--- src/sv/rhc_pkg.sv ---
package rhc_pkg;

  // hue sector offsets, in units of the channel spread d
  localparam int HUE_SECTOR_GREEN = 2;
  localparam int HUE_SECTOR_BLUE  = 4;
  localparam int HUE_TURN         = 6;
  // hue divisor is twice a full turn so that the half-unit bias stays integral
  localparam int HUE_DIV_SCALE    = 12;

  // request queue between classifier and divider pipeline
  localparam int QUEUE_DEPTH = 4;
  localparam int QPTR_BITS   = $clog2(QUEUE_DEPTH);

  typedef struct packed {
    logic full;
    logic empty;
  } q_stat_t;

endpackage

--- src/sv/rgb_to_hsl_converter_core.sv ---
// rgb to hsl converter: one pixel in, one hue / saturation / lightness result out
// throughput: one pixel per cycle while results are taken, set by the fully pipelined
//   restoring dividers, one quotient bit per stage; a held result freezes the dividers
// reset: rst, synchronous active high, empties the input stage, the queue and the
//   divider pipeline; no result is shown until a new pixel is taken
module rgb_to_hsl_converter_core #(
  parameter int CHANNEL_BITS  = 8,
  parameter int FRACTION_BITS = 16
) (
  input  logic clk,
  input  logic rst,
  // pixel requests
  input  logic s_axis_tvalid,
  output logic s_axis_tready,
  // red, green, blue from the lowest bit up, zero padded to whole bytes
  input  logic [((3*CHANNEL_BITS+7)/8)*8-1:0] s_axis_tdata,
  // hsl results
  output logic m_axis_tvalid,
  input  logic m_axis_tready,
  // hue, saturation, lightness_sum from the lowest bit up, zero padded to whole bytes
  output logic [((2*FRACTION_BITS+CHANNEL_BITS+9)/8)*8-1:0] m_axis_tdata
);

  localparam int CB     = CHANNEL_BITS;
  localparam int F      = FRACTION_BITS;
  localparam int OUT_W  = ((2*F + CB + 9)/8)*8;
  localparam int ITEM_W = (F+1+CB+4) + (CB+4) + (F+1+CB+1) + (CB+1) + (CB+1);
  localparam logic [F:0]  SAT_FULL = {1'b1, {F{1'b0}}};
  localparam logic [CB:0] LSUM_MAX = {{CB{1'b1}}, 1'b0};

  // front to queue
  logic              push;
  logic [ITEM_W-1:0] front_item;
  // queue to back
  logic              pop;
  logic [ITEM_W-1:0] head_item;
  rhc_pkg::q_stat_t  q_stat;

  logic [F-1:0] hue;
  logic [F:0]   saturation;
  logic [CB:0]  lightness_sum;

  // front: registers the pixel and works out max, min, spread, the hue sector
  // numerator and the saturation denominator, then hands a division request on
  rhc_front #(.CB(CB), .F(F)) u_front (
    .clk      (clk),
    .rst      (rst),
    .in_valid (s_axis_tvalid),
    .in_ready (s_axis_tready),
    .red      (s_axis_tdata[CB-1:0]),
    .green    (s_axis_tdata[2*CB-1:CB]),
    .blue     (s_axis_tdata[3*CB-1:2*CB]),
    .stat     (q_stat),
    .push     (push),
    .item     (front_item)
  );

  // short request queue so the front keeps taking pixels while the output stalls, until full
  rhc_queue #(.W(ITEM_W)) u_queue (
    .clk   (clk),
    .rst   (rst),
    .push  (push),
    .wdata (front_item),
    .pop   (pop),
    .rdata (head_item),
    .stat  (q_stat)
  );

  // back: two lockstep divider pipelines for hue and saturation; the last stage
  // is the output register
  rhc_back #(.CB(CB), .F(F)) u_back (
    .clk           (clk),
    .rst           (rst),
    .stat          (q_stat),
    .pop           (pop),
    .item          (head_item),
    .out_valid     (m_axis_tvalid),
    .out_ready     (m_axis_tready),
    .hue           (hue),
    .saturation    (saturation),
    .lightness_sum (lightness_sum)
  );

  assign m_axis_tdata = OUT_W'({lightness_sum, saturation, hue});

  // saturation never exceeds full scale
  a_sat_range: assert property (@(posedge clk) disable iff (rst)
    m_axis_tvalid |-> (saturation <= SAT_FULL))
    else $error("saturation above full scale");

  // zero saturation only for a grey pixel, whose hue is zero too
  a_grey_hue: assert property (@(posedge clk) disable iff (rst)
    (m_axis_tvalid && (saturation == '0)) |-> (hue == '0))
    else $error("grey result with nonzero hue");

  // lightness sum stays within twice the channel full scale
  a_lsum_range: assert property (@(posedge clk) disable iff (rst)
    m_axis_tvalid |-> (lightness_sum <= LSUM_MAX))
    else $error("lightness sum out of range");

  // nothing is shown right after reset
  a_reset_empty: assert property (@(posedge clk)
    (!rst && $past(rst)) |-> !m_axis_tvalid)
    else $error("result valid right after reset");

endmodule

--- src/sv/rhc_front.sv ---
module rhc_front #(
  parameter int CB = 8,
  parameter int F  = 16
) (
  input  logic              clk,
  input  logic              rst,
  input  logic              in_valid,
  output logic              in_ready,
  input  logic [CB-1:0]     red,
  input  logic [CB-1:0]     green,
  input  logic [CB-1:0]     blue,
  input  rhc_pkg::q_stat_t  stat,
  output logic              push,
  output logic [(F+1+CB+4)+(CB+4)+(F+1+CB+1)+(CB+1)+(CB+1)-1:0] item
);

  localparam int NUM_W = CB + 3;
  localparam int HN_W  = F + 1 + CB + 4;
  localparam int HD_W  = CB + 4;
  localparam int SN_W  = F + 1 + CB + 1;
  localparam int SD_W  = CB + 1;
  localparam int L_W   = CB + 1;
  localparam logic [CB:0] FULL     = {1'b0, {CB{1'b1}}};
  localparam logic [CB:0] TWO_FULL = {{CB{1'b1}}, 1'b0};

  logic          fv;
  logic [CB-1:0] r, g, b;

  logic [CB-1:0]    mx, mn, d, den;
  logic [CB:0]      sum, den_wide;
  logic             grey;
  logic [NUM_W-1:0] num, two_d, four_d, six_d;
  logic [HN_W-1:0]  hue_n;
  logic [HD_W-1:0]  hue_d;
  logic [SN_W-1:0]  sat_n;
  logic [SD_W-1:0]  sat_d;
  logic [L_W-1:0]   lsum;

  assign in_ready = !fv || !stat.full;
  assign push     = fv && !stat.full;

  always_ff @(posedge clk) begin
    if (rst) begin
      fv <= 1'b0;
    end else if (in_valid && in_ready) begin
      fv <= 1'b1;
    end else if (push) begin
      fv <= 1'b0;
    end
  end

  always_ff @(posedge clk) begin
    if (in_valid && in_ready) begin
      r <= red;
      g <= green;
      b <= blue;
    end
  end

  always_comb begin
    mx = r;
    mn = r;
    if (g > mx) mx = g;
    if (b > mx) mx = b;
    if (g < mn) mn = g;
    if (b < mn) mn = b;
    grey     = (mx == mn);
    d        = mx - mn;
    sum      = {1'b0, mx} + {1'b0, mn};
    den_wide = (sum <= FULL) ? sum : (TWO_FULL - sum);
    den      = den_wide[CB-1:0];

    two_d  = NUM_W'(NUM_W'(rhc_pkg::HUE_SECTOR_GREEN) * NUM_W'(d));
    four_d = NUM_W'(NUM_W'(rhc_pkg::HUE_SECTOR_BLUE) * NUM_W'(d));
    six_d  = NUM_W'(NUM_W'(rhc_pkg::HUE_TURN) * NUM_W'(d));

    // max channel checked red, green, blue on ties
    if (mx == r) begin
      if (g >= b) num = NUM_W'(g) - NUM_W'(b);
      else        num = six_d - (NUM_W'(b) - NUM_W'(g));
    end else if (mx == g) begin
      num = two_d + NUM_W'(b) - NUM_W'(r);
    end else begin
      num = four_d + NUM_W'(r) - NUM_W'(g);
    end

    // grey pixel divides zero by one so both quotients come out zero
    if (grey) begin
      hue_n = '0;
      hue_d = HD_W'(1);
      sat_n = '0;
      sat_d = SD_W'(1);
    end else begin
      hue_n = (HN_W'(num) << (F + 1)) + HN_W'(six_d);
      hue_d = HD_W'(HD_W'(rhc_pkg::HUE_DIV_SCALE) * HD_W'(d));
      sat_n = (SN_W'(d) << (F + 1)) + SN_W'(den);
      sat_d = {den, 1'b0};
    end
    lsum = sum;
  end

  assign item = {lsum, sat_d, sat_n, hue_d, hue_n};

endmodule

--- src/sv/rhc_queue.sv ---
module rhc_queue #(
  parameter int W = 8
) (
  input  logic             clk,
  input  logic             rst,
  input  logic             push,
  input  logic [W-1:0]     wdata,
  input  logic             pop,
  output logic [W-1:0]     rdata,
  output rhc_pkg::q_stat_t stat
);

  logic [W-1:0]                   mem [rhc_pkg::QUEUE_DEPTH];
  logic [rhc_pkg::QPTR_BITS-1:0]  wptr, rptr;
  logic [rhc_pkg::QPTR_BITS:0]    count;

  assign stat.full  = (count == (rhc_pkg::QPTR_BITS+1)'(rhc_pkg::QUEUE_DEPTH));
  assign stat.empty = (count == '0);
  assign rdata      = mem[rptr];

  always_ff @(posedge clk) begin
    if (rst) begin
      wptr  <= '0;
      rptr  <= '0;
      count <= '0;
    end else begin
      if (push) wptr <= wptr + 1'b1;
      if (pop)  rptr <= rptr + 1'b1;
      if (push && !pop)      count <= count + 1'b1;
      else if (pop && !push) count <= count - 1'b1;
    end
  end

  always_ff @(posedge clk) begin
    if (push) begin
      mem[wptr] <= wdata;
    end
  end

endmodule

--- src/sv/rhc_div.sv ---
module rhc_div #(
  parameter int DW = 12,
  parameter int QW = 17
) (
  input  logic             clk,
  input  logic             en,
  input  logic [QW+DW-1:0] dividend,
  input  logic [DW-1:0]    divisor,
  output logic [QW-1:0]    quotient
);

  // restoring division, one quotient bit per stage; the caller guarantees
  // dividend < divisor * 2^QW so the upper part starts below the divisor
  logic [DW-1:0] rem [QW];
  logic [QW-1:0] low [QW];
  logic [DW-1:0] dv  [QW];
  logic [QW-1:0] quo [QW+1];

  logic [DW:0]   shifted [QW];
  logic [DW:0]   diff    [QW];
  logic          fit     [QW];
  logic [DW-1:0] nrem    [QW];

  always_comb begin
    for (int k = 0; k < QW; k++) begin
      shifted[k] = {rem[k], low[k][QW-1]};
      diff[k]    = shifted[k] - {1'b0, dv[k]};
      fit[k]     = (shifted[k] >= {1'b0, dv[k]});
      nrem[k]    = fit[k] ? diff[k][DW-1:0] : shifted[k][DW-1:0];
    end
  end

  always_ff @(posedge clk) begin
    if (en) begin
      rem[0] <= dividend[QW+DW-1:QW];
      low[0] <= dividend[QW-1:0];
      dv[0]  <= divisor;
      quo[0] <= '0;
      for (int k = 0; k < QW; k++) begin
        if (k < QW - 1) begin
          rem[k+1] <= nrem[k];
          low[k+1] <= low[k] << 1;
          dv[k+1]  <= dv[k];
        end
        quo[k+1] <= {quo[k][QW-2:0], fit[k]};
      end
    end
  end

  assign quotient = quo[QW];

endmodule

--- src/sv/rhc_back.sv ---
module rhc_back #(
  parameter int CB = 8,
  parameter int F  = 16
) (
  input  logic              clk,
  input  logic              rst,
  input  rhc_pkg::q_stat_t  stat,
  output logic              pop,
  input  logic [(F+1+CB+4)+(CB+4)+(F+1+CB+1)+(CB+1)+(CB+1)-1:0] item,
  output logic              out_valid,
  input  logic              out_ready,
  output logic [F-1:0]      hue,
  output logic [F:0]        saturation,
  output logic [CB:0]       lightness_sum
);

  localparam int QW   = F + 1;
  localparam int HN_W = F + 1 + CB + 4;
  localparam int HD_W = CB + 4;
  localparam int SN_W = F + 1 + CB + 1;
  localparam int SD_W = CB + 1;
  localparam int L_W  = CB + 1;

  logic            en;
  logic            v    [QW+1];
  logic [L_W-1:0]  lsum [QW+1];
  logic [HN_W-1:0] hue_n;
  logic [HD_W-1:0] hue_d;
  logic [SN_W-1:0] sat_n;
  logic [SD_W-1:0] sat_d;
  logic [L_W-1:0]  lsum_in;
  logic [QW-1:0]   hue_q, sat_q;

  assign {lsum_in, sat_d, sat_n, hue_d, hue_n} = item;

  // whole pipeline moves together unless the last stage is held
  assign en  = !v[QW] || out_ready;
  assign pop = en && !stat.empty;

  always_ff @(posedge clk) begin
    if (rst) begin
      for (int k = 0; k <= QW; k++) v[k] <= 1'b0;
    end else if (en) begin
      v[0] <= pop;
      for (int k = 1; k <= QW; k++) v[k] <= v[k-1];
    end
  end

  always_ff @(posedge clk) begin
    if (en) begin
      lsum[0] <= lsum_in;
      for (int k = 1; k <= QW; k++) lsum[k] <= lsum[k-1];
    end
  end

  rhc_div #(.DW(HD_W), .QW(QW)) u_hue_div (
    .clk      (clk),
    .en       (en),
    .dividend (hue_n),
    .divisor  (hue_d),
    .quotient (hue_q)
  );

  rhc_div #(.DW(SD_W), .QW(QW)) u_sat_div (
    .clk      (clk),
    .en       (en),
    .dividend (sat_n),
    .divisor  (sat_d),
    .quotient (sat_q)
  );

  assign out_valid     = v[QW];
  assign hue           = hue_q[F-1:0];  // a full turn wraps to zero
  assign saturation    = sat_q;
  assign lightness_sum = lsum[QW];

endmodule
--- config.mk ---
export PLATFORM = sky130hd
export DESIGN_NAME = rgb_to_hsl_converter_core
export DESIGN_NICKNAME = d
export VERILOG_FILES = /design/src/sv/rhc_pkg.sv /design/src/sv/rgb_to_hsl_converter_core.sv /design/src/sv/rhc_front.sv /design/src/sv/rhc_queue.sv /design/src/sv/rhc_div.sv /design/src/sv/rhc_back.sv
export SDC_FILE = /design/constraint.sdc
export NUM_CORES = 2
export LEC_CHECK = 0
export ABC_AREA = 1
export BUFFER_PORTS_ARGS = -buffer_cell sky130_fd_sc_hd__buf_2
export CAP_MARGIN = 10
export CORE_MARGIN = 3
export CORE_UTILIZATION = 50
export DETAILED_ROUTE_END_ITERATION = 8
export PLACE_DENSITY_LB_ADDON = 0.05
export SYNTH_ARGS = -nofsm -noshare
export SYNTH_HDL_FRONTEND = slang
export SYNTH_SLANG_ARGS = --single-unit
--- constraint.sdc ---
create_clock -name clk -period 38.4 [get_ports clk]
set_input_delay 5.76 -clock clk [delete_from_list [all_inputs] [get_ports clk]]
set_output_delay 5.76 -clock clk [all_outputs]
set_load 0.05 [all_outputs]
# [After elaboration in Yosys (flattened, before gate mapping)]
# Memory sizes are Yosys's and may differ from the RTL's. A register that Yosys moved wholly into a read port is not among the register bits.
# Index checks and enable logic that the tools add are counted.
[totals] mem_bits_ro=0 inputBits=28 ram_bits=2424 reg_bits=32 word_cells=222 latch_bits=0 output_inout_bits=50 n_memories=11
[mem_list] memory="u_queue.mem" depth=4 word_bits=85 read_ports=1 rd_ports_with_merged_regs=1 write_ports=1 line="rhc_queue.sv:13" text="logic [W-1:0] mem [rhc_pkg::QUEUE_DEPTH];"
[mem_list] memory="u_back.u_hue_div.quo" depth=18 word_bits=17 read_ports=18 rd_ports_with_merged_regs=0 write_ports=18 line="rhc_div.sv:17" text="logic [QW-1:0] quo [QW+1];"
[mem_list] memory="u_back.u_sat_div.quo" depth=18 word_bits=17 read_ports=18 rd_ports_with_merged_regs=0 write_ports=18 line="rhc_div.sv:17"
[mem_list] memory="u_back.u_hue_div.low" depth=17 word_bits=17 read_ports=17 rd_ports_with_merged_regs=0 write_ports=17 line="rhc_div.sv:15" text="logic [QW-1:0] low [QW];"
[mem_list] memory="u_back.u_sat_div.low" depth=17 word_bits=17 read_ports=17 rd_ports_with_merged_regs=0 write_ports=17 line="rhc_div.sv:15"
[mem_list] memory="u_back.u_hue_div.dv" depth=17 word_bits=12 read_ports=17 rd_ports_with_merged_regs=0 write_ports=17 line="rhc_div.sv:16" text="logic [DW-1:0] dv [QW];"
[mem_list] memory="+5 memories"
[op_classes] n_addsub=48 eq_ne=4 shifts=0 n_div=0 n_reduce_logical=16 n_lt_le_gt_ge=40 bitwise_logic=18 n_mux=76 multipliers=2
[ops] cell="$ge A13 B12 Y1" count=17
[ops] cell="$mux W12" count=17
[ops] cell="$sub A12 B12 Y12" count=16
[ops] cell="$ge A10 B9 Y1" count=17
[ops] cell="$mux W9" count=17
[ops] cell="$sub A9 B9 Y9" count=16
[ops] cell="$mux W8" count=5
[ops] cell="$mux W11" count=3
[ops] cell="$add A28 B11 Y29" count=1
[ops] cell="$mux W29" count=1
[ops] cell="$mux W1" count=28
[ops] cell="$add A25 B8 Y26" count=1
[ops] cell="$mux W26" count=1
[ops] cell="$eq A8 B8 Y1" count=3
[ops] cell="$sub A11 B8 Y11" count=2
[ops] cell="$mul A2 B8 Y10 const A" count=2
[ops] cell="$or A1 B1 Y1" count=18
[ops] cell="$sub A8 B8 Y9" count=2
[ops] cell="$gt A8 B8 Y1" count=2
[ops] cell="$lt A8 B8 Y1" count=2
[ops] cell="$add A10 B8 Y11" count=1
[ops] cell="$sub A11 B11 Y11" count=1
[ops] cell="$add A9 B8 Y10" count=1
[ops] cell="$add A8 B8 Y9" count=1
[ops] cell="15 further kinds" count=29

# [Logic depth before layout (Yosys ltp)]
[depth] depth_word=11 ltp_mapped=55

# [Hierarchy]
# A second synthesis with hierarchy kept.
[hier_totals] hier_cells=8508 hier_area_um2=91516.5
[modules_own_cells] module="rhc_div (u_back.u_hue_div)" n_inst=1 area_per_inst_um2=37385.9 seq_area_each_um2=21440.6 cells_each=3754
[modules_own_cells] module="rhc_div (u_back.u_sat_div)" n_inst=1 area_per_inst_um2=29136.7 seq_area_each_um2=18377.6 cells_each=2674
[modules_own_cells] module="rhc_queue" n_inst=1 area_per_inst_um2=13008.7 seq_area_each_um2=10390.0 cells_each=880
[modules_own_cells] module="rhc_front" n_inst=1 area_per_inst_um2=6353.6 seq_area_each_um2=740.7 cells_each=971
[modules_own_cells] module="rhc_back" n_inst=1 area_per_inst_um2=5582.9 seq_area_each_um2=5405.2 cells_each=222
[modules_own_cells] module="rgb_to_hsl_converter_core" n_inst=1 area_per_inst_um2=48.8 seq_area_each_um2=0.0 cells_each=7

# [Worst setup path after synthesis]
# OpenSTA, ideal clock, no wires.
[synth_path] path_kind="in2reg" from="input m_axis_tready" to="memory u_back.v[10][0] (netlist: u_back.v[0][10]) (data pin)" stages=5 t_arrival_ns=34.931 setup_ns=0.145 slack_ns=3.324 n_path_buf=1 cell_sequence="inv_1 nand2_1 nand2_1 clkbuf_1 nor2_1"
[synth_lines] element="start: declaration" line="rgb_to_hsl_converter_core.sv:19" text="input logic m_axis_tready,"
[synth_lines] element="end: declaration" line="rhc_back.sv:25" text="logic v [QW+1];"

==> impl_metrics.tcl <==
set metrics [dict create \
    period_share_pct 25.3 \
    viasPerCell 5.17 \
    synthMuxAreaShare_pct 0 \
    dr.pass1.iters 5 \
    area_growth_syn_to_layout_pct 10.4 \
    drt-initial-drc-count 2335 \
    wl_microns 121000 \
    synth-compound-area-share_pct 8.93 \
    outcome "complete, no violations" \
    slew_headroom_pct 20.5 \
    clk_pin_slew_ns 0.06 \
    drv_slew 0 \
    cts_tree "yes" \
    fmax_ghz 0.103 \
    ant_nets 0 \
    setup_tns_ns 0 \
    cts_resized 0 \
    post-route-drc-count 0 \
    cpPeakStageDelay_ns 0.84 \
    setup_viol 0 \
    crit_path_frequent_cell "buf_4" \
    insertion_delay_ns 0.75 \
    crit_arrival_ns 10.11 \
    cts_buffer_depth 3 \
    synth.distinct_cells 53 \
    synth_top_area_cell "edfxtp_1" \
    hold_depth 0 \
    critPathLaunchType "input pin" \
    synth-seq-cells 1343 \
    wl_per_cell_microns 15.9 \
    crit_slowest_cell "buf_4" \
    synth_edf_count 1333 \
    cp-end-kind "flip-flop" \
    initial_utilization_pct 50.6 \
    postCtsSetupBuffers 0 \
    die_h_microns 366 \
    r2r_start "u_front.g[1]$_DFFE_PP_" \
    r2r_cells 40 \
    crit_type "in -> reg" \
    rrSetupSlack_ns 30.40 \
    htreeDepth 4 \
    final_layout_size_suffix_gt1_share_pct 5.88 \
    worst_clock_skew_ns 0.0312 \
    io_pins 78 \
    maxCapViolCount 0 \
    rows 131 \
    core_sq_mm 0.128 \
    rsz0062_at_grt "false" \
    hpwl_microns 84200 \
    antenna_cells 0 \
    hold_viol 0 \
    vias 39364 \
    grt_pass1_wl_microns 197000 \
    reg2reg_to "u_queue.mem[0][27]$_DFFE_PP_" \
    seq_area_frac_synth_pct 62.0 \
    clock-sinks 1343 \
    postSynthAreaPerCell_sq_um 11.5 \
    synthTopCellsByArea "edfxtp_1 (62%), ha_1 (8.8%), nand2_1 (4.7%)" \
    endpoint "u_back.u_hue_div.rem[0][84]$_DFFE_PN_" \
    portBuffers 71 \
    stdcell_area_sq_mm 0.0717 \
    synth_top_family_by_area "simple AND/OR/NAND/NOR gates" \
    grt_overflow 0 \
    ctsRootBufferMaster "clkbuf_16" \
    post_synth_xor_area_fraction_pct 3.84 \
    synthArstFlopShare_pct 0 \
    startpoint "m_axis_tready" \
    postSynthCellCount 5644 \
    die_x_microns 366 \
    place_area_sq_mm 0.0672 \
    hold_path_class "reg -> reg" \
    cp.required_ns 38.77 \
    synthSimpleGateAreaFrac_pct 10.6 \
    mappedNetlistArea_sq_mm 0.0649 \
    antenna_found_initial 0 \
    synthFlopType "edfxtp_1" \
    synth_top_area_share_pct 61.7 \
    grt_start_max_net_pins 191 \
    die_area_sq_mm 0.134 \
    cts_hold_buf 0 \
    grt_pass1_vias 38554 \
    cts_made_buffers 144 \
    gp_congestion 0.896 \
    synthAdderAreaFrac_pct 9.78 \
    nets 6296 \
    ys_warn_count 0 \
    worstPathCellList "buf_2 -> inv_1 -> nand2_4 -> buf_4 -> buf_4 -> buf_12 -> buf_4" \
    tightest_slew_ns 1.19 \
    fin_crit_ns 9.73 \
    grt_use_total_pct 18.0 \
    crit_fanout 190 \
]
-- placed cells by master, fill, tap and decap left out, drive strengths merged, types with 9 or more instances in the layout --
| cell | Yosys | routed |
|---|---|---|
| fa | 32 | 32 |
| o31ai | 9 | 9 |
| inv | 717 | 724 |
| buf | 26 | 88 |
| nand3b | 14 | 14 |
| a211o | 15 | 15 |
| clkinv | 0 | 60 |
| nor3 | 69 | 69 |
| nand3 | 205 | 205 |
| a31oi | 12 | 12 |
| o22ai | 46 | 46 |
| o21bai | 16 | 16 |
| edfxtp | 1333 | 1333 |
| ha | 456 | 456 |
| clkbuf | 77 | 174 |
| or2 | 14 | 14 |
| xor2 | 158 | 158 |
| o21ai | 429 | 429 |
| xnor2 | 127 | 127 |
| nand2 | 833 | 833 |
| o211ai | 26 | 26 |
| a211oi | 20 | 20 |
| dfxtp | 10 | 10 |
| o21a | 15 | 15 |
| nor2 | 469 | 469 |
| a21o | 35 | 35 |
| a21oi | 427 | 427 |
| nand4 | 29 | 29 |
-- cell type report --
cell class / count / area, sq um
fillers: 10894 / 56500
flip-flops and latches: 1343 / 40200
multi-input cells: 3486 / 21600
clock buffers: 174 / 3740
inverters: 717 / 2690
well taps: 1729 / 2160
clock inverters: 80 / 728
repair buffers: 88 / 520
-- sequential cells by signal, indices dropped and copies added (netlist names), named ones only --
register              cells
u_back.lsum             162
u_back.v                 18
u_back.u_sat_div.dv     138
u_queue.mem             180
u_front.r                 8
u_queue.rptr              2
u_front.g                 8
u_queue.wptr              2
u_back.u_hue_div.quo    136
u_back.u_sat_div.rem    152
u_queue.count             3
u_back.u_sat_div.quo    153
u_back.u_hue_div.rem    203
u_front.b                 8
u_front.fv                1
u_back.u_hue_div.dv     167
-- stage by stage --
stage	std cells	util, %	hold slack (ns)	setup WS, ns
global placement	7363	52.4	0.400	27.85
detailed placement	7363	52.4	0.405	27.75
floorplan	5649	-	0.400	3.32
CTS	7617	55.9	0.389	28.62
global route	7617	55.9	0.393	28.21
finish	7617	55.9	0.391	28.67
-- worst min-delay path by stage --
| stage | startpoint | endpoint | slack (ns) |
|---|---|---|---|
| after global routing | u_back.u_sat_div.quo[10][7]$_DFFE_PN_ | u_back.u_sat_div.quo[11][8]$_DFFE_PN_ | 0.39 |
| after detailed placement | u_back.lsum[10][5]$_DFFE_PN_ | u_back.lsum[11][5]$_DFFE_PN_ | 0.40 |
| final | u_back.u_sat_div.quo[10][7]$_DFFE_PN_ | u_back.u_sat_div.quo[11][8]$_DFFE_PN_ | 0.39 |
| after global placement | u_back.lsum[1][1]$_DFFE_PN_ | u_back.lsum[2][1]$_DFFE_PN_ | 0.40 |
| after floorplan | u_back.lsum[9][0]$_DFFE_PN_ | u_back.lsum[10][0]$_DFFE_PN_ | 0.40 |
| after CTS | u_back.u_sat_div.quo[10][7]$_DFFE_PN_ | u_back.u_sat_div.quo[11][8]$_DFFE_PN_ | 0.39 |
-- kinds of logic after synthesis --
group | Yosys count
flops | 1343
compound gates | 1063
buf+inv | 820
fa+ha+maj | 488
xor+xnor | 285
other cells | 1
simple gates | 1644
-- Yosys cell counts (all sizes together), types with 14 or more instances --
cell type	instances
o21bai	16
ha	456
nor3	69
a21o	35
o21ai	429
nand2	833
inv	717
a211o	15
nand4	29
a211oi	20
o22ai	46
nand3b	14
nand3	205
clkbuf	77
o211ai	26
edfxtp	1333
xor2	158
a21oi	427
or2	14
nor2	469
xnor2	127
buf	26
o21a	15
fa	32
-- per-layer routing --
layer,global-route usage (%),up-vias,share of wire [%]
met3,2.91,210,4.0
li1,-,20006,-
met2,30.8,704,49
met5,0,-,0
met1,23.5,18444,45
met4,5.70,0,2.6
-- worst max-delay path: cells and delay by family --
kind | cells | cell delay (ns)
buffers and inverters | 6 | 3.33
and+or+nand+nor | 1 | 0.70
Power is left out: the tool's default activity adds up to more than one toggle a clock period on the data nets, which glitch-free logic cannot reach.
